===== src/rtl/bpc_pkg.sv =====
package bpc_pkg;

    // default frame size limits
    localparam int MAX_COLUMNS_DEFAULT = 2048;
    localparam int MAX_ROWS_DEFAULT    = 2048;

    // field widths
    localparam int PIX_W    = 8;
    localparam int THR_W    = 8;
    localparam int SIZE_W   = 12;
    localparam int CFG_AW   = 2;
    localparam int CFG_DW   = 12;
    localparam int RES_W    = 15;
    localparam int S_DATA_W = 24;
    localparam int M_DATA_W = 48;

    // register indexes
    localparam logic [CFG_AW-1:0] REG_THRESHOLD    = 2'd0;
    localparam logic [CFG_AW-1:0] REG_FRAME_WIDTH  = 2'd1;
    localparam logic [CFG_AW-1:0] REG_FRAME_HEIGHT = 2'd2;

    // register reset values
    localparam logic [THR_W-1:0]  THRESHOLD_RESET    = 8'd80;
    localparam logic [SIZE_W-1:0] FRAME_WIDTH_RESET  = 12'd640;
    localparam logic [SIZE_W-1:0] FRAME_HEIGHT_RESET = 12'd480;

    // gray conversion, weights in 1/16384
    localparam int GRAY_SUM_W = 22;
    localparam logic [13:0] GRAY_COEF_B = 14'd1868;
    localparam logic [13:0] GRAY_COEF_G = 14'd9617;
    localparam logic [13:0] GRAY_COEF_R = 14'd4899;
    localparam logic [13:0] GRAY_ROUND  = 14'd8192;
    localparam int GRAY_SHIFT = 14;

    // area in 1/256 percent
    localparam int AREA_SCALE   = 25600;
    localparam int AREA_SCALE_W = 15;

    localparam logic [RES_W-1:0] RES_MAX = 15'h7fff;

    // divider operand select
    typedef logic [1:0] bpc_div_sel_t;
    localparam bpc_div_sel_t DIV_SEL_X    = 2'd0;
    localparam bpc_div_sel_t DIV_SEL_Y    = 2'd1;
    localparam bpc_div_sel_t DIV_SEL_AREA = 2'd2;

    // controller to datapath
    typedef struct packed {
        logic         in_ready;
        logic         div_start;
        bpc_div_sel_t div_sel;
        logic         cap_x;
        logic         cap_y;
        logic         cap_area;
        logic         emit;
    } bpc_cmd_t;

    // datapath to controller
    typedef struct packed {
        logic last_pending;
        logic div_done;
        logic out_free;
    } bpc_status_t;

endpackage


===== src/rtl/bright_pixel_centroid.sv =====
// Bright-pixel centroid. Pixels arrive in raster order, one per clock, and each
// is turned to gray and compared with the threshold register; bright pixels are
// counted and their column and row indices summed. The last pixel of a frame
// (set by frame_width and frame_height, clamped to 1..MAX_COLUMNS/MAX_ROWS)
// produces one output word: centroid x and y in unsigned Q.4, the bright area
// in 1/256 percent, and a found flag on tuser (an empty frame reports the
// frame center and zero area). Inside a frame s_tready stays high and a pixel
// is taken every cycle that s_tvalid is high. After the last pixel of a frame
// the input stalls while one shared restoring divider, one quotient bit per
// cycle, works out x, y and area in turn on a DW-bit dividend (38 bits with
// the default 2048 x 2048 limits), and while the previous word waits to leave
// the output register.
module bright_pixel_centroid #(
    parameter int MAX_COLUMNS = bpc_pkg::MAX_COLUMNS_DEFAULT,
    parameter int MAX_ROWS    = bpc_pkg::MAX_ROWS_DEFAULT
) (
    input  logic                         aclk,
    input  logic                         aresetn,
    // configuration writes
    input  logic                         cfg_we,
    input  logic [bpc_pkg::CFG_AW-1:0]   cfg_addr,
    input  logic [bpc_pkg::CFG_DW-1:0]   cfg_wdata,
    // pixel input
    input  logic                         s_tvalid,
    output logic                         s_tready,
    input  logic [bpc_pkg::S_DATA_W-1:0] s_tdata,   // blue[7:0], green[15:8], red[23:16]
    // result output
    output logic                         m_tvalid,
    input  logic                         m_tready,
    output logic [bpc_pkg::M_DATA_W-1:0] m_tdata,   // center_x[14:0], center_y[29:15],
                                                    // area_percent[44:30], zero[47:45]
    output logic                         m_tuser    // found
);

    bpc_pkg::bpc_cmd_t    cmd;
    bpc_pkg::bpc_status_t status;

    bpc_ctrl u_ctrl (
        .aclk    (aclk),
        .aresetn (aresetn),
        .status  (status),
        .cmd     (cmd)
    );

    bpc_datapath #(
        .MAX_COLUMNS (MAX_COLUMNS),
        .MAX_ROWS    (MAX_ROWS)
    ) u_datapath (
        .aclk      (aclk),
        .aresetn   (aresetn),
        .cmd       (cmd),
        .status    (status),
        .cfg_we    (cfg_we),
        .cfg_addr  (cfg_addr),
        .cfg_wdata (cfg_wdata),
        .s_tvalid  (s_tvalid),
        .s_tdata   (s_tdata),
        .m_tvalid  (m_tvalid),
        .m_tready  (m_tready),
        .m_tdata   (m_tdata),
        .m_tuser   (m_tuser)
    );

    assign s_tready = cmd.in_ready;

endmodule


===== src/rtl/bpc_divider.sv =====
module bpc_divider #(
    parameter int DIVIDEND_W = 38,
    parameter int DIVISOR_W  = 23
) (
    input  logic                  aclk,
    input  logic                  aresetn,
    input  logic                  start,
    input  logic [DIVIDEND_W-1:0] dividend,
    input  logic [DIVISOR_W-1:0]  divisor,
    output logic [DIVIDEND_W-1:0] quotient,
    output logic                  done
);

    localparam int CNT_W = $clog2(DIVIDEND_W + 1);

    logic                  busy_reg, busy_next;
    logic                  done_reg, done_next;
    logic [CNT_W-1:0]      cnt_reg, cnt_next;
    logic [DIVIDEND_W-1:0] quo_reg, quo_next;
    logic [DIVISOR_W-1:0]  rem_reg, rem_next;
    logic [DIVISOR_W-1:0]  dsr_reg, dsr_next;

    logic [DIVISOR_W:0] rem_shift;
    logic [DIVISOR_W:0] diff;
    logic               ge;

    // one restoring step: shift in next dividend bit, subtract if it fits
    always_comb begin
        rem_shift = {rem_reg, quo_reg[DIVIDEND_W-1]};
        ge        = rem_shift >= {1'b0, dsr_reg};
        diff      = rem_shift - {1'b0, dsr_reg};
    end

    always_comb begin
        busy_next = busy_reg;
        done_next = 1'b0;
        cnt_next  = cnt_reg;
        quo_next  = quo_reg;
        rem_next  = rem_reg;
        dsr_next  = dsr_reg;
        if (start) begin
            busy_next = 1'b1;
            cnt_next  = CNT_W'(DIVIDEND_W);
            quo_next  = dividend;
            rem_next  = '0;
            dsr_next  = divisor;
        end else if (busy_reg) begin
            quo_next = {quo_reg[DIVIDEND_W-2:0], ge};
            rem_next = ge ? diff[DIVISOR_W-1:0] : rem_shift[DIVISOR_W-1:0];
            cnt_next = cnt_reg - 1'b1;
            if (cnt_reg == CNT_W'(1)) begin
                busy_next = 1'b0;
                done_next = 1'b1;
            end
        end
    end

    always_ff @(posedge aclk) begin
        if (!aresetn) begin
            busy_reg <= 1'b0;
            done_reg <= 1'b0;
            cnt_reg  <= '0;
        end else begin
            busy_reg <= busy_next;
            done_reg <= done_next;
            cnt_reg  <= cnt_next;
        end
    end

    always_ff @(posedge aclk) begin
        quo_reg <= quo_next;
        rem_reg <= rem_next;
        dsr_reg <= dsr_next;
    end

    assign quotient = quo_reg;
    assign done     = done_reg;

endmodule


===== src/rtl/bpc_datapath.sv =====
module bpc_datapath #(
    parameter int MAX_COLUMNS = bpc_pkg::MAX_COLUMNS_DEFAULT,
    parameter int MAX_ROWS    = bpc_pkg::MAX_ROWS_DEFAULT
) (
    input  logic                          aclk,
    input  logic                          aresetn,
    input  bpc_pkg::bpc_cmd_t             cmd,
    output bpc_pkg::bpc_status_t          status,
    input  logic                          cfg_we,
    input  logic [bpc_pkg::CFG_AW-1:0]    cfg_addr,
    input  logic [bpc_pkg::CFG_DW-1:0]    cfg_wdata,
    input  logic                          s_tvalid,
    input  logic [bpc_pkg::S_DATA_W-1:0]  s_tdata,
    output logic                          m_tvalid,
    input  logic                          m_tready,
    output logic [bpc_pkg::M_DATA_W-1:0]  m_tdata,
    output logic                          m_tuser
);

    localparam int CW   = $clog2(MAX_COLUMNS);
    localparam int RW   = $clog2(MAX_ROWS);
    localparam int WW   = $clog2(MAX_COLUMNS + 1);
    localparam int HW   = $clog2(MAX_ROWS + 1);
    localparam int NW   = $clog2(MAX_COLUMNS * MAX_ROWS + 1);
    localparam int SXW  = CW + NW;
    localparam int SYW  = RW + NW;
    localparam int ANW  = NW + bpc_pkg::AREA_SCALE_W;
    localparam int DXW  = SXW + 4;
    localparam int DYW  = SYW + 4;
    localparam int DXYW = (DXW > DYW) ? DXW : DYW;
    localparam int DW   = (DXYW > ANW) ? DXYW : ANW;
    localparam int WCW  = (WW > bpc_pkg::SIZE_W) ? WW : bpc_pkg::SIZE_W;
    localparam int HCW  = (HW > bpc_pkg::SIZE_W) ? HW : bpc_pkg::SIZE_W;
    localparam int RES_W = bpc_pkg::RES_W;

    // configuration registers
    logic [bpc_pkg::THR_W-1:0]  thr_reg;
    logic [bpc_pkg::SIZE_W-1:0] fw_reg;
    logic [bpc_pkg::SIZE_W-1:0] fh_reg;

    always_ff @(posedge aclk) begin
        if (!aresetn) begin
            thr_reg <= bpc_pkg::THRESHOLD_RESET;
            fw_reg  <= bpc_pkg::FRAME_WIDTH_RESET;
            fh_reg  <= bpc_pkg::FRAME_HEIGHT_RESET;
        end else if (cfg_we) begin
            case (cfg_addr)
                bpc_pkg::REG_THRESHOLD:    thr_reg <= cfg_wdata[bpc_pkg::THR_W-1:0];
                bpc_pkg::REG_FRAME_WIDTH:  fw_reg  <= cfg_wdata;
                bpc_pkg::REG_FRAME_HEIGHT: fh_reg  <= cfg_wdata;
                default: ;
            endcase
        end
    end

    // clamp frame size to 1..max
    logic [WCW-1:0] fw_ext;
    logic [HCW-1:0] fh_ext;
    logic [WW-1:0]  w;
    logic [HW-1:0]  h;

    always_comb begin
        fw_ext = WCW'(fw_reg);
        fh_ext = HCW'(fh_reg);
        if (fw_ext == '0) begin
            w = WW'(1);
        end else if (fw_ext > WCW'(MAX_COLUMNS)) begin
            w = WW'(MAX_COLUMNS);
        end else begin
            w = WW'(fw_ext);
        end
        if (fh_ext == '0) begin
            h = HW'(1);
        end else if (fh_ext > HCW'(MAX_ROWS)) begin
            h = HW'(MAX_ROWS);
        end else begin
            h = HW'(fh_ext);
        end
    end

    // gray level and bright test
    logic [bpc_pkg::PIX_W-1:0]      pix_b, pix_g, pix_r;
    logic [bpc_pkg::GRAY_SUM_W-1:0] gray_sum;
    logic [bpc_pkg::PIX_W-1:0]      gray;
    logic                           bright;

    always_comb begin
        pix_b    = s_tdata[7:0];
        pix_g    = s_tdata[15:8];
        pix_r    = s_tdata[23:16];
        gray_sum = bpc_pkg::GRAY_SUM_W'(pix_b) * bpc_pkg::GRAY_SUM_W'(bpc_pkg::GRAY_COEF_B)
                 + bpc_pkg::GRAY_SUM_W'(pix_g) * bpc_pkg::GRAY_SUM_W'(bpc_pkg::GRAY_COEF_G)
                 + bpc_pkg::GRAY_SUM_W'(pix_r) * bpc_pkg::GRAY_SUM_W'(bpc_pkg::GRAY_COEF_R)
                 + bpc_pkg::GRAY_SUM_W'(bpc_pkg::GRAY_ROUND);
        gray     = gray_sum[bpc_pkg::GRAY_SHIFT +: bpc_pkg::PIX_W];
        bright   = gray > thr_reg;
    end

    // raster position
    logic          accept;
    logic [CW-1:0] col_reg, col_next;
    logic [RW-1:0] row_reg, row_next;
    logic          row_end, frame_end;

    assign accept = s_tvalid && cmd.in_ready;

    always_comb begin
        row_end   = WW'(col_reg) >= (w - 1'b1);
        frame_end = row_end && (HW'(row_reg) >= (h - 1'b1));
        col_next  = col_reg;
        row_next  = row_reg;
        if (accept) begin
            if (frame_end) begin
                col_next = '0;
                row_next = '0;
            end else if (row_end) begin
                col_next = '0;
                row_next = row_reg + 1'b1;
            end else begin
                col_next = col_reg + 1'b1;
            end
        end
    end

    // pixel stage between test and accumulate
    logic          p_valid_reg;
    logic          p_bright_reg;
    logic          p_last_reg;
    logic [CW-1:0] p_col_reg;
    logic [RW-1:0] p_row_reg;

    always_ff @(posedge aclk) begin
        if (!aresetn) begin
            col_reg     <= '0;
            row_reg     <= '0;
            p_valid_reg <= 1'b0;
            p_last_reg  <= 1'b0;
        end else begin
            col_reg     <= col_next;
            row_reg     <= row_next;
            p_valid_reg <= accept;
            p_last_reg  <= accept && frame_end;
        end
    end

    always_ff @(posedge aclk) begin
        if (accept) begin
            p_bright_reg <= bright;
            p_col_reg    <= col_reg;
            p_row_reg    <= row_reg;
        end
    end

    // bright pixel sums
    logic [SXW-1:0] sum_x_reg;
    logic [SYW-1:0] sum_y_reg;
    logic [NW-1:0]  count_reg;

    always_ff @(posedge aclk) begin
        if (!aresetn) begin
            sum_x_reg <= '0;
            sum_y_reg <= '0;
            count_reg <= '0;
        end else if (cmd.emit) begin
            sum_x_reg <= '0;
            sum_y_reg <= '0;
            count_reg <= '0;
        end else if (p_valid_reg && p_bright_reg) begin
            sum_x_reg <= sum_x_reg + SXW'(p_col_reg);
            sum_y_reg <= sum_y_reg + SYW'(p_row_reg);
            count_reg <= count_reg + 1'b1;
        end
    end

    // area numerator and frame pixel count
    logic [ANW-1:0]   area_num_reg;
    logic [WW+HW-1:0] wh_reg;

    always_ff @(posedge aclk) begin
        area_num_reg <= ANW'(count_reg) * ANW'(bpc_pkg::AREA_SCALE);
        wh_reg       <= (WW + HW)'(w) * (WW + HW)'(h);
    end

    // shared divider
    logic [DW-1:0] div_dividend;
    logic [NW-1:0] div_divisor;
    logic [DW-1:0] div_quotient;
    logic          div_done;

    always_comb begin
        case (cmd.div_sel)
            bpc_pkg::DIV_SEL_X: begin
                div_dividend = DW'({sum_x_reg, 4'b0000});
                div_divisor  = count_reg;
            end
            bpc_pkg::DIV_SEL_Y: begin
                div_dividend = DW'({sum_y_reg, 4'b0000});
                div_divisor  = count_reg;
            end
            default: begin
                div_dividend = DW'(area_num_reg);
                div_divisor  = NW'(wh_reg);
            end
        endcase
    end

    bpc_divider #(
        .DIVIDEND_W (DW),
        .DIVISOR_W  (NW)
    ) u_divider (
        .aclk     (aclk),
        .aresetn  (aresetn),
        .start    (cmd.div_start),
        .dividend (div_dividend),
        .divisor  (div_divisor),
        .quotient (div_quotient),
        .done     (div_done)
    );

    // saturate a quotient to the result width
    function automatic logic [RES_W-1:0] sat_res(input logic [DW-1:0] q);
        logic [RES_W-1:0] r;
        if (q > DW'(bpc_pkg::RES_MAX)) begin
            r = bpc_pkg::RES_MAX;
        end else begin
            r = q[RES_W-1:0];
        end
        return r;
    endfunction

    logic [RES_W-1:0] qx_reg, qy_reg, qa_reg;

    always_ff @(posedge aclk) begin
        if (cmd.cap_x) begin
            qx_reg <= sat_res(div_quotient);
        end
        if (cmd.cap_y) begin
            qy_reg <= sat_res(div_quotient);
        end
        if (cmd.cap_area) begin
            qa_reg <= sat_res(div_quotient);
        end
    end

    // frame center for an empty frame
    logic [31:0] mid_x, mid_y;
    logic        found;

    always_comb begin
        mid_x = 32'(w >> 1) << 4;
        mid_y = 32'(h >> 1) << 4;
        found = count_reg != '0;
    end

    // output register
    logic                         m_valid_reg;
    logic [bpc_pkg::M_DATA_W-1:0] m_data_reg;
    logic                         m_user_reg;

    always_ff @(posedge aclk) begin
        if (!aresetn) begin
            m_valid_reg <= 1'b0;
        end else if (cmd.emit) begin
            m_valid_reg <= 1'b1;
        end else if (m_tready) begin
            m_valid_reg <= 1'b0;
        end
    end

    always_ff @(posedge aclk) begin
        if (cmd.emit) begin
            m_user_reg <= found;
            if (found) begin
                m_data_reg <= {3'b000, qa_reg, qy_reg, qx_reg};
            end else begin
                m_data_reg <= {3'b000, {RES_W{1'b0}}, mid_y[RES_W-1:0], mid_x[RES_W-1:0]};
            end
        end
    end

    assign m_tvalid = m_valid_reg;
    assign m_tdata  = m_data_reg;
    assign m_tuser  = m_user_reg;

    always_comb begin
        status.last_pending = p_valid_reg && p_last_reg;
        status.div_done     = div_done;
        status.out_free     = !m_valid_reg || m_tready;
    end

endmodule


===== src/rtl/bpc_ctrl.sv =====
module bpc_ctrl (
    input  logic                 aclk,
    input  logic                 aresetn,
    input  bpc_pkg::bpc_status_t status,
    output bpc_pkg::bpc_cmd_t    cmd
);

    localparam logic [2:0] ST_ACCUM   = 3'd0;
    localparam logic [2:0] ST_START_X = 3'd1;
    localparam logic [2:0] ST_WAIT_X  = 3'd2;
    localparam logic [2:0] ST_START_Y = 3'd3;
    localparam logic [2:0] ST_WAIT_Y  = 3'd4;
    localparam logic [2:0] ST_START_A = 3'd5;
    localparam logic [2:0] ST_WAIT_A  = 3'd6;
    localparam logic [2:0] ST_EMIT    = 3'd7;

    logic [2:0] state_reg, state_next;

    // sequence: stream pixels, then three divisions, then hand off the word
    always_comb begin
        state_next    = state_reg;
        cmd.in_ready  = 1'b0;
        cmd.div_start = 1'b0;
        cmd.div_sel   = bpc_pkg::DIV_SEL_X;
        cmd.cap_x     = 1'b0;
        cmd.cap_y     = 1'b0;
        cmd.cap_area  = 1'b0;
        cmd.emit      = 1'b0;
        case (state_reg)
            ST_ACCUM: begin
                cmd.in_ready = !status.last_pending;
                if (status.last_pending) begin
                    state_next = ST_START_X;
                end
            end
            ST_START_X: begin
                cmd.div_start = 1'b1;
                cmd.div_sel   = bpc_pkg::DIV_SEL_X;
                state_next    = ST_WAIT_X;
            end
            ST_WAIT_X: begin
                if (status.div_done) begin
                    cmd.cap_x  = 1'b1;
                    state_next = ST_START_Y;
                end
            end
            ST_START_Y: begin
                cmd.div_start = 1'b1;
                cmd.div_sel   = bpc_pkg::DIV_SEL_Y;
                state_next    = ST_WAIT_Y;
            end
            ST_WAIT_Y: begin
                if (status.div_done) begin
                    cmd.cap_y  = 1'b1;
                    state_next = ST_START_A;
                end
            end
            ST_START_A: begin
                cmd.div_start = 1'b1;
                cmd.div_sel   = bpc_pkg::DIV_SEL_AREA;
                state_next    = ST_WAIT_A;
            end
            ST_WAIT_A: begin
                if (status.div_done) begin
                    cmd.cap_area = 1'b1;
                    state_next   = ST_EMIT;
                end
            end
            ST_EMIT: begin
                if (status.out_free) begin
                    cmd.emit   = 1'b1;
                    state_next = ST_ACCUM;
                end
            end
            default: begin
                state_next = ST_ACCUM;
            end
        endcase
    end

    always_ff @(posedge aclk) begin
        if (!aresetn) begin
            state_reg <= ST_ACCUM;
        end else begin
            state_reg <= state_next;
        end
    end

endmodule


===== config.mk =====
export PLATFORM = sky130hd
export DESIGN_NAME = bright_pixel_centroid
export DESIGN_NICKNAME = d
export VERILOG_FILES = /design/src/rtl/bpc_pkg.sv /design/src/rtl/bright_pixel_centroid.sv /design/src/rtl/bpc_divider.sv /design/src/rtl/bpc_datapath.sv /design/src/rtl/bpc_ctrl.sv
export SDC_FILE = /design/constraint.sdc
export NUM_CORES = 2
export LEC_CHECK = 0
export BUFFER_PORTS_ARGS = -buffer_cell sky130_fd_sc_hd__buf_2
export CORE_MARGIN = 2
export CORE_UTILIZATION = 50
export DETAILED_ROUTE_END_ITERATION = 16
export PLACE_DENSITY = 0.69
export SLEW_MARGIN = 30
export SYNTH_ARGS = -nofsm -noshare
export SYNTH_HDL_FRONTEND = slang
export SYNTH_SLANG_ARGS = --single-unit

===== constraint.sdc =====
create_clock -name aclk -period 8.7 [get_ports aclk]
set_input_delay 0.87 -clock aclk [delete_from_list [all_inputs] [get_ports aclk]]
set_output_delay 0.87 -clock aclk [all_outputs]
set_load 0.02 [all_outputs]

### Word level (Yosys, flattened, before mapping)

Cells that the tools add are included.

| cells by class | value |
|---|---|
| $add $sub $neg | 12 |
| $mul | 5 |
| $lt $le $gt $ge | 7 |
| eq/ne operators | 16 |
| mux-type cells | 37 |
| bitwise gates (word level) | 2 |
| reduce and logical (&&, ||, !) cells | 26 |

Operators with widths:

| operator | number |
|---|---|
| 2-to-1 mux 38 bit | 2 |
| case mux 38 bit (2 select lines) | 1 |
| adder 34 x 11 -> 34 bit | 2 |
| 2-to-1 mux 12 bit | 4 |
| 2-to-1 mux 23 bit | 2 |
| 2-to-1 mux 11 bit | 4 |
| greater-than comparator 38 x 15 -> 1 bit (second input constant) | 1 |
| 2-to-1 mux 30 bit | 1 |
| multiplier 23 x 5 -> 28 bit (second input constant) | 1 |
| greater-or-equal comparator 11 x 12 -> 1 bit | 2 |
| greater-or-equal comparator 24 x 23 -> 1 bit | 1 |
| greater-than comparator 12 bit (second input constant) | 2 |
| zero test 12 bit | 2 |
| case mux 3 bit (8 select lines) | 1 |
| subtractor 12 x 1 -> 12 bit (second input constant) | 2 |
| adder 23 x 1 -> 23 bit (second input constant) | 1 |
| multiplier 12 x 12 -> 23 bit | 1 |
| nonzero test 23 bit | 1 |
| subtractor 23 bit | 1 |
| adder 11 x 1 -> 11 bit (second input constant) | 2 |
| adder 19 x 22 -> 22 bit | 1 |
| adder 22 x 14 -> 22 bit (second input constant) | 1 |
| adder 22 x 21 -> 22 bit | 1 |
| multiplier 8 x 14 -> 22 bit (second input constant) | 1 |
| 28 further kinds | 67 |

| word-level totals | value |
|---|---|
| register bits after elaboration | 411 |
| bits of input ports | 43 |
| logic and storage cells | 135 |

### Depth between registers and ports, before layout

| depth | value |
|---|---|
| word-level depth | 8 |
| mapped depth | 36 |
| mapped depth without buffers | 36 |

### Cells and area by module

A second synthesis with hierarchy kept.

| unflattened totals | value |
|---|---|
| cells, all modules | 3349 |
| area, all modules | 31405.1 µm² |

Modules (own cells, without submodules):

| module | times used | cells an instance | area each (µm²) | sequential area each (µm²) |
|---|---|---|---|---|
| bpc_datapath | 1 | 2845 | 26056.2 | 7407.1 |
| bpc_divider | 1 | 470 | 5052.3 | 2452.4 |
| bpc_ctrl | 1 | 34 | 296.5 | 60.1 |

### Worst setup path after synthesis

No wires, ideal clock.

| timing path | value |
|---|---|
| path type | input -> register |
| start | input port s_tdata[5] (netlist name) |
| end | register u_datapath.p_bright_reg (data pin) |
| setup time | 262 ps |
| data arrival time | 7934 ps |
| setup slack | 504 ps |
| cell stages on the path | 36 |
| path through | ha_1 -> ha_1 -> inv_1 -> fa_1 -> fa_1 -> inv_1 -> ha_1 -> nor3b_1 -> o21ai_0 -> nand2b_1 -> a21oi_1 -> nor2b_1 -> o21ai_0 -> nor2b_1 -> xnor2_1 -> ha_1 -> ha_1 -> fa_1 -> inv_1 -> fa_1 -> fa_1 -> inv_1 -> ha_1 -> o211ai_1 -> nand2b_1 -> a21oi_1 -> xnor2_1 -> ha_1 -> nor2b_1 -> o21a_1 -> o21ai_0 -> nand2b_1 -> a21oi_1 -> nor2_1 -> a211oi_1 -> a21oi_1 |

| on the way | value |
|---|---|
| word-level cells in the longest chain between the ends | 5 |

RTL lines:

| element | line | source |
|---|---|---|
| start, declared | bright_pixel_centroid.sv:26 | `input logic [bpc_pkg::S_DATA_W-1:0] s_tdata,` |
| multiplier 8 x 9 -> 17 bit | bpc_datapath.sv:91 | `gray_sum = bpc_pkg::GRAY_SUM_W'(pix_b) * bpc_pkg::GRAY_SUM_W'(bpc_pkg::GRAY_COEF_B)` |
| adder 19 x 22 -> 22 bit | bpc_datapath.sv:92 | `+ bpc_pkg::GRAY_SUM_W'(pix_g) * bpc_pkg::GRAY_SUM_W'(bpc_pkg::GRAY_COEF_G)` |
| adder 22 x 21 -> 22 bit | bpc_datapath.sv:93 | `+ bpc_pkg::GRAY_SUM_W'(pix_r) * bpc_pkg::GRAY_SUM_W'(bpc_pkg::GRAY_COEF_R)` |
| adder 22 x 14 -> 22 bit | bpc_datapath.sv:94 | `+ bpc_pkg::GRAY_SUM_W'(bpc_pkg::GRAY_ROUND);` |
| greater-than comparator 8 bit | bpc_datapath.sv:96 | `bright = gray > thr_reg;` |
| net u_datapath.bright | bpc_datapath.sv:85 | `logic bright;` |
| end signal, assigned | bpc_datapath.sv:148 | `p_bright_reg <= bright;` |
| end, declared | bpc_datapath.sv:127 | `logic p_bright_reg;` |

The timed path passes the listed nets, and every way through them passes these cells.
A chain may end at the register's enable or synchronous reset.

### Worst setup path after layout

Ends and elaborated chain as after synthesis.

==> run_results.csv <==
group,metric,value,unit
grt,antenna_found_initial,0,
timing,finalMaxSlewViolations,0,
placement,hpwl,56.2,mm
floorplanning,rows,91,
drt,detail_route.wl_per_cell,17.1,um
worst_setup_path,crit_path_top_delay_cell,"fa_1",
finish,fin_nets,4030,
drt,wl,73.1,mm
grt,grt_pass1_wl,118,mm
synth,yosys.area_share.simple,14.1,%
placement,gp_congestion,0.889,
pwr,peakVddDrop,0.646,mV
timing,setup_viol,0,
drt,ant_nets,0,
worst_setup_path,critPathMaxFanout,3,
synth,yosys_warnings,0,
cts,htree_levels,2,
cts,clockBufferDepth,3,
synth,ys_async_sr_fraction,0,%
worst_setup_path,critical-path-top-delay-family,"adder cells",
worst_setup_path,worstSetupEndpointType,"flip-flop",
pwr,total_power,9.88,mW
cts,cts.sinks,408,
worst_setup_path,crit_end,"u_datapath.p_bright_reg$_DFFE_PP_",
grt,track_usage,23.0,%
synth,synthAdderAreaFrac,28.1,%
synth,synth_area_leaders,"edfxtp_1 17%, dfxtp_1 15%, ha_1 15%, fa_1 13%, inv_1 6.0%",
worst_setup_path,r2r_setup_slack,1450,ps
finish,final_layout_size_suffix_gt1_share,8.82,%
job,drv_cap,0,
worst_setup_path,worst-endpoint-required,9050,ps
cts,clkLatencyLatePin,600,ps
cts,cts_buffers,45,
cts,clock-root-buffer,"clkbuf_16",
worst_setup_path,cpPeakStageDelay,550,ps
timing,slew_headroom,37.7,%
synth,synth_xor_area_share,4.42,%
synth,synth_compound_area_share,11.3,%
synth,synth_cell_types,86,
timing,min_period_over_period,94.1,%
synth,syn_avg_cell_area,9.35,um^2
worst_setup_path,crit_top_cell,"ha_1",
placement,place_ws,-130,ps
floorplanning,die-area,64700,um^2
synth,ys.flop_type,"dfxtp_1",
timing,final-hold-violation-count,0,
worst_setup_path,path_buf_inv,7,
timing,worstMarginPinSlew,934,ps
drt,drtIter0Drc,1604,
timing,min_period,8180,ps
timing,rsz0062_at_grt,"false",
synth,ys_ff_latch,408,
floorplanning,start_util,50.7,%
worst_setup_path,rr_startpoint,"u_datapath.fw_ext[11]$_SDFFE_PN0P_",
pwr,p_leak,15.3,nW
placement,placed_cell_area,32700,um^2
drt,vias,23200,
synth,seq_area_frac_synth,31.7,%
grt,grt_max_degree,67,
placement,port_buffers,90,
synth,synthCells,3348,
synth,synth_most_common_cell,"inv_1",
drt,drtPass1Iterations,5,
floorplanning,fp.dieH,254,um
timing,max_freq,0.122,GHz
drt,route.detailed.drc,0,
synth,synth_mux_area_share,2.83,%
synth,yosys.area.top_type,"edfxtp_1",
cts,cts_tree,"built",
finish,design_area,34100,um^2
worst_setup_path,worstSetupPathType,"primary input to flip-flop",
timing,holdWs,403,ps
worst_setup_path,r2r.worst_path.cells,20,
finish,nFillCells,5535,
timing,finalSetupTns,0,ps
finish,syn2layout_area_growth,8.93,%
worst_setup_path,crit_cells,35,
worst_setup_path,crit_start,"s_tdata[5]",
worst_setup_path,timing.rr.end,"u_datapath.wh_reg[22]$_DFF_P_",
synth,synth_top_family_by_area,"adder cells",
synth,synth_edf_count,175,
grt,grt_pass1_vias,22600,
floorplanning,die_width,254,um
worst_setup_path,cp-start-kind,"primary input",
timing,setup_slack,517,ps
status,outcome,"completed",
synth,syn_area,31300,um^2
grt,globalRouteOverflowTotal,0,
pwr,power.density,290,nW/um^2
worst_setup_path,arrival,8530,ps
min_path,hp-class,"flip-flop to flip-flop",
floorplanning,coreArea,61800,um^2
synth,synth_top_area_share,16.8,%
cts,ctsHoldBuffers,0,
drt,via_per_inst,5.42,
cts,clk_pin_slew,60,ps
floorplanning,ios,94,
synth,synthTopCellsByCount,"498 x inv_1, 371 x ha_1, 310 x nand2_1, 244 x nor2_1, 233 x dfxtp_1",
finish,largest_reg_flops,45,
timing,clock_skew,51.4,ps
## worst min path at each step
stage	to	slack [ps]	from	cells past startpoint
6_report	u_datapath.area_num_reg[12]$_DFF_P_	400	u_datapath.count_reg[2]$_SDFFE_PP0P_	0
5_1_grt	u_datapath.area_num_reg[12]$_DFF_P_	420	u_datapath.count_reg[2]$_SDFFE_PP0P_	0
3_5_place_dp	u_datapath.area_num_reg[12]$_DFF_P_	420	u_datapath.count_reg[2]$_SDFFE_PP0P_	0
2_1_floorplan	u_datapath.area_num_reg[12]$_DFF_P_	380	u_datapath.count_reg[2]$_SDFFE_PP0P_	0
4_1_cts	u_datapath.area_num_reg[12]$_DFF_P_	400	u_datapath.count_reg[2]$_SDFFE_PP0P_	0
3_3_place_gp	u_datapath.area_num_reg[11]$_DFF_P_	420	u_datapath.count_reg[1]$_SDFFE_PP0P_	0
## cells in the final DEF, fill, tap and decap left out, types with 25 or more instances in the layout
cell,netlist,final
dfxtp_1,233,233
clkbuf_16,0,45
o21a_1,27,27
nor2_1,244,242
nand2_1,310,309
xnor2_1,121,121
inv_1,498,497
a211oi_1,25,25
buf_4,4,42
a21o_1,27,27
a21oi_1,175,174
nand4_1,29,29
nor2b_1,44,41
nand3_1,74,74
buf_2,2,90
fa_1,207,207
and2_1,40,40
xor2_1,37,37
nand2b_1,27,26
ha_1,371,370
edfxtp_1,175,175
o21ai_0,136,134
mux2i_1,27,27
o22ai_1,28,28
or3_1,36,35
nor3_1,37,37
mux2_2,52,52
## worst reg2reg max path: stages (launching register included)
cell      delay [ps]
dfxtp_1          830
clkinv_1         690
nand2_1          550
nor2_1           140
fa_1             550
inv_1             50
fa_1             480
inv_1             60
fa_1             540
inv_1             70
fa_1             540
inv_1             60
fa_1             470
ha_1             250
or4_1            410
o21ai_1          260
o21ai_0          120
o211a_1          170
o221a_2          320
o211a_1          220
a211oi_1         310
## where the power goes
group / switching (mW) / internal [mW]
sequential: 0.171 / 2.33
combinational: 2.90 / 2.63
clock: 0.796 / 1.04
total: 3.87 / 6.01
## final cells by class
type | instances | area (um^2) | share of cell area [%]
clock inverter | 21 | 205 | 0.601
timing repair buffer | 132 | 766 | 2.24
inverter | 501 | 1880 | 5.51
antenna | 1 | 2.50 | 0.00734
clock buffer | 62 | 1210 | 3.55
tap | 837 | 1050 | 3.07
sequential | 408 | 9920 | 29.1
multi-input combinational | 2321 | 19100 | 55.9
## kinds of logic after synthesis
logic type	Yosys count
buf+inv	621
mux	81
flops	408
fa+ha+maj	578
simple gates	940
other cells	1
xor+xnor	158
compound gates	561
## layer usage
layer	GRT usage, %	wire [um]
met1	31.2	32400
met2	38.5	34900
met3	2.99	3960
met4	6.54	1770
met5	0	0
## stage by stage
step                cells  util [%]
detailed placement   4198      52.9
floorplan            3350         -
CTS                  4281      55.1
finish               4283      55.2
global placement     4198      52.8
global route         4282      55.2
## timing repair
| action | CTS | global route |
|---|---|---|
| gates resized for setup | 0 | 2 |
| setup buffers | 0 | 1 |
| setup endpoints to repair | 0 | 1 |
| hold endpoints to repair | 0 | 0 |
No activity file was read; power rests on OpenSTA's default activity.
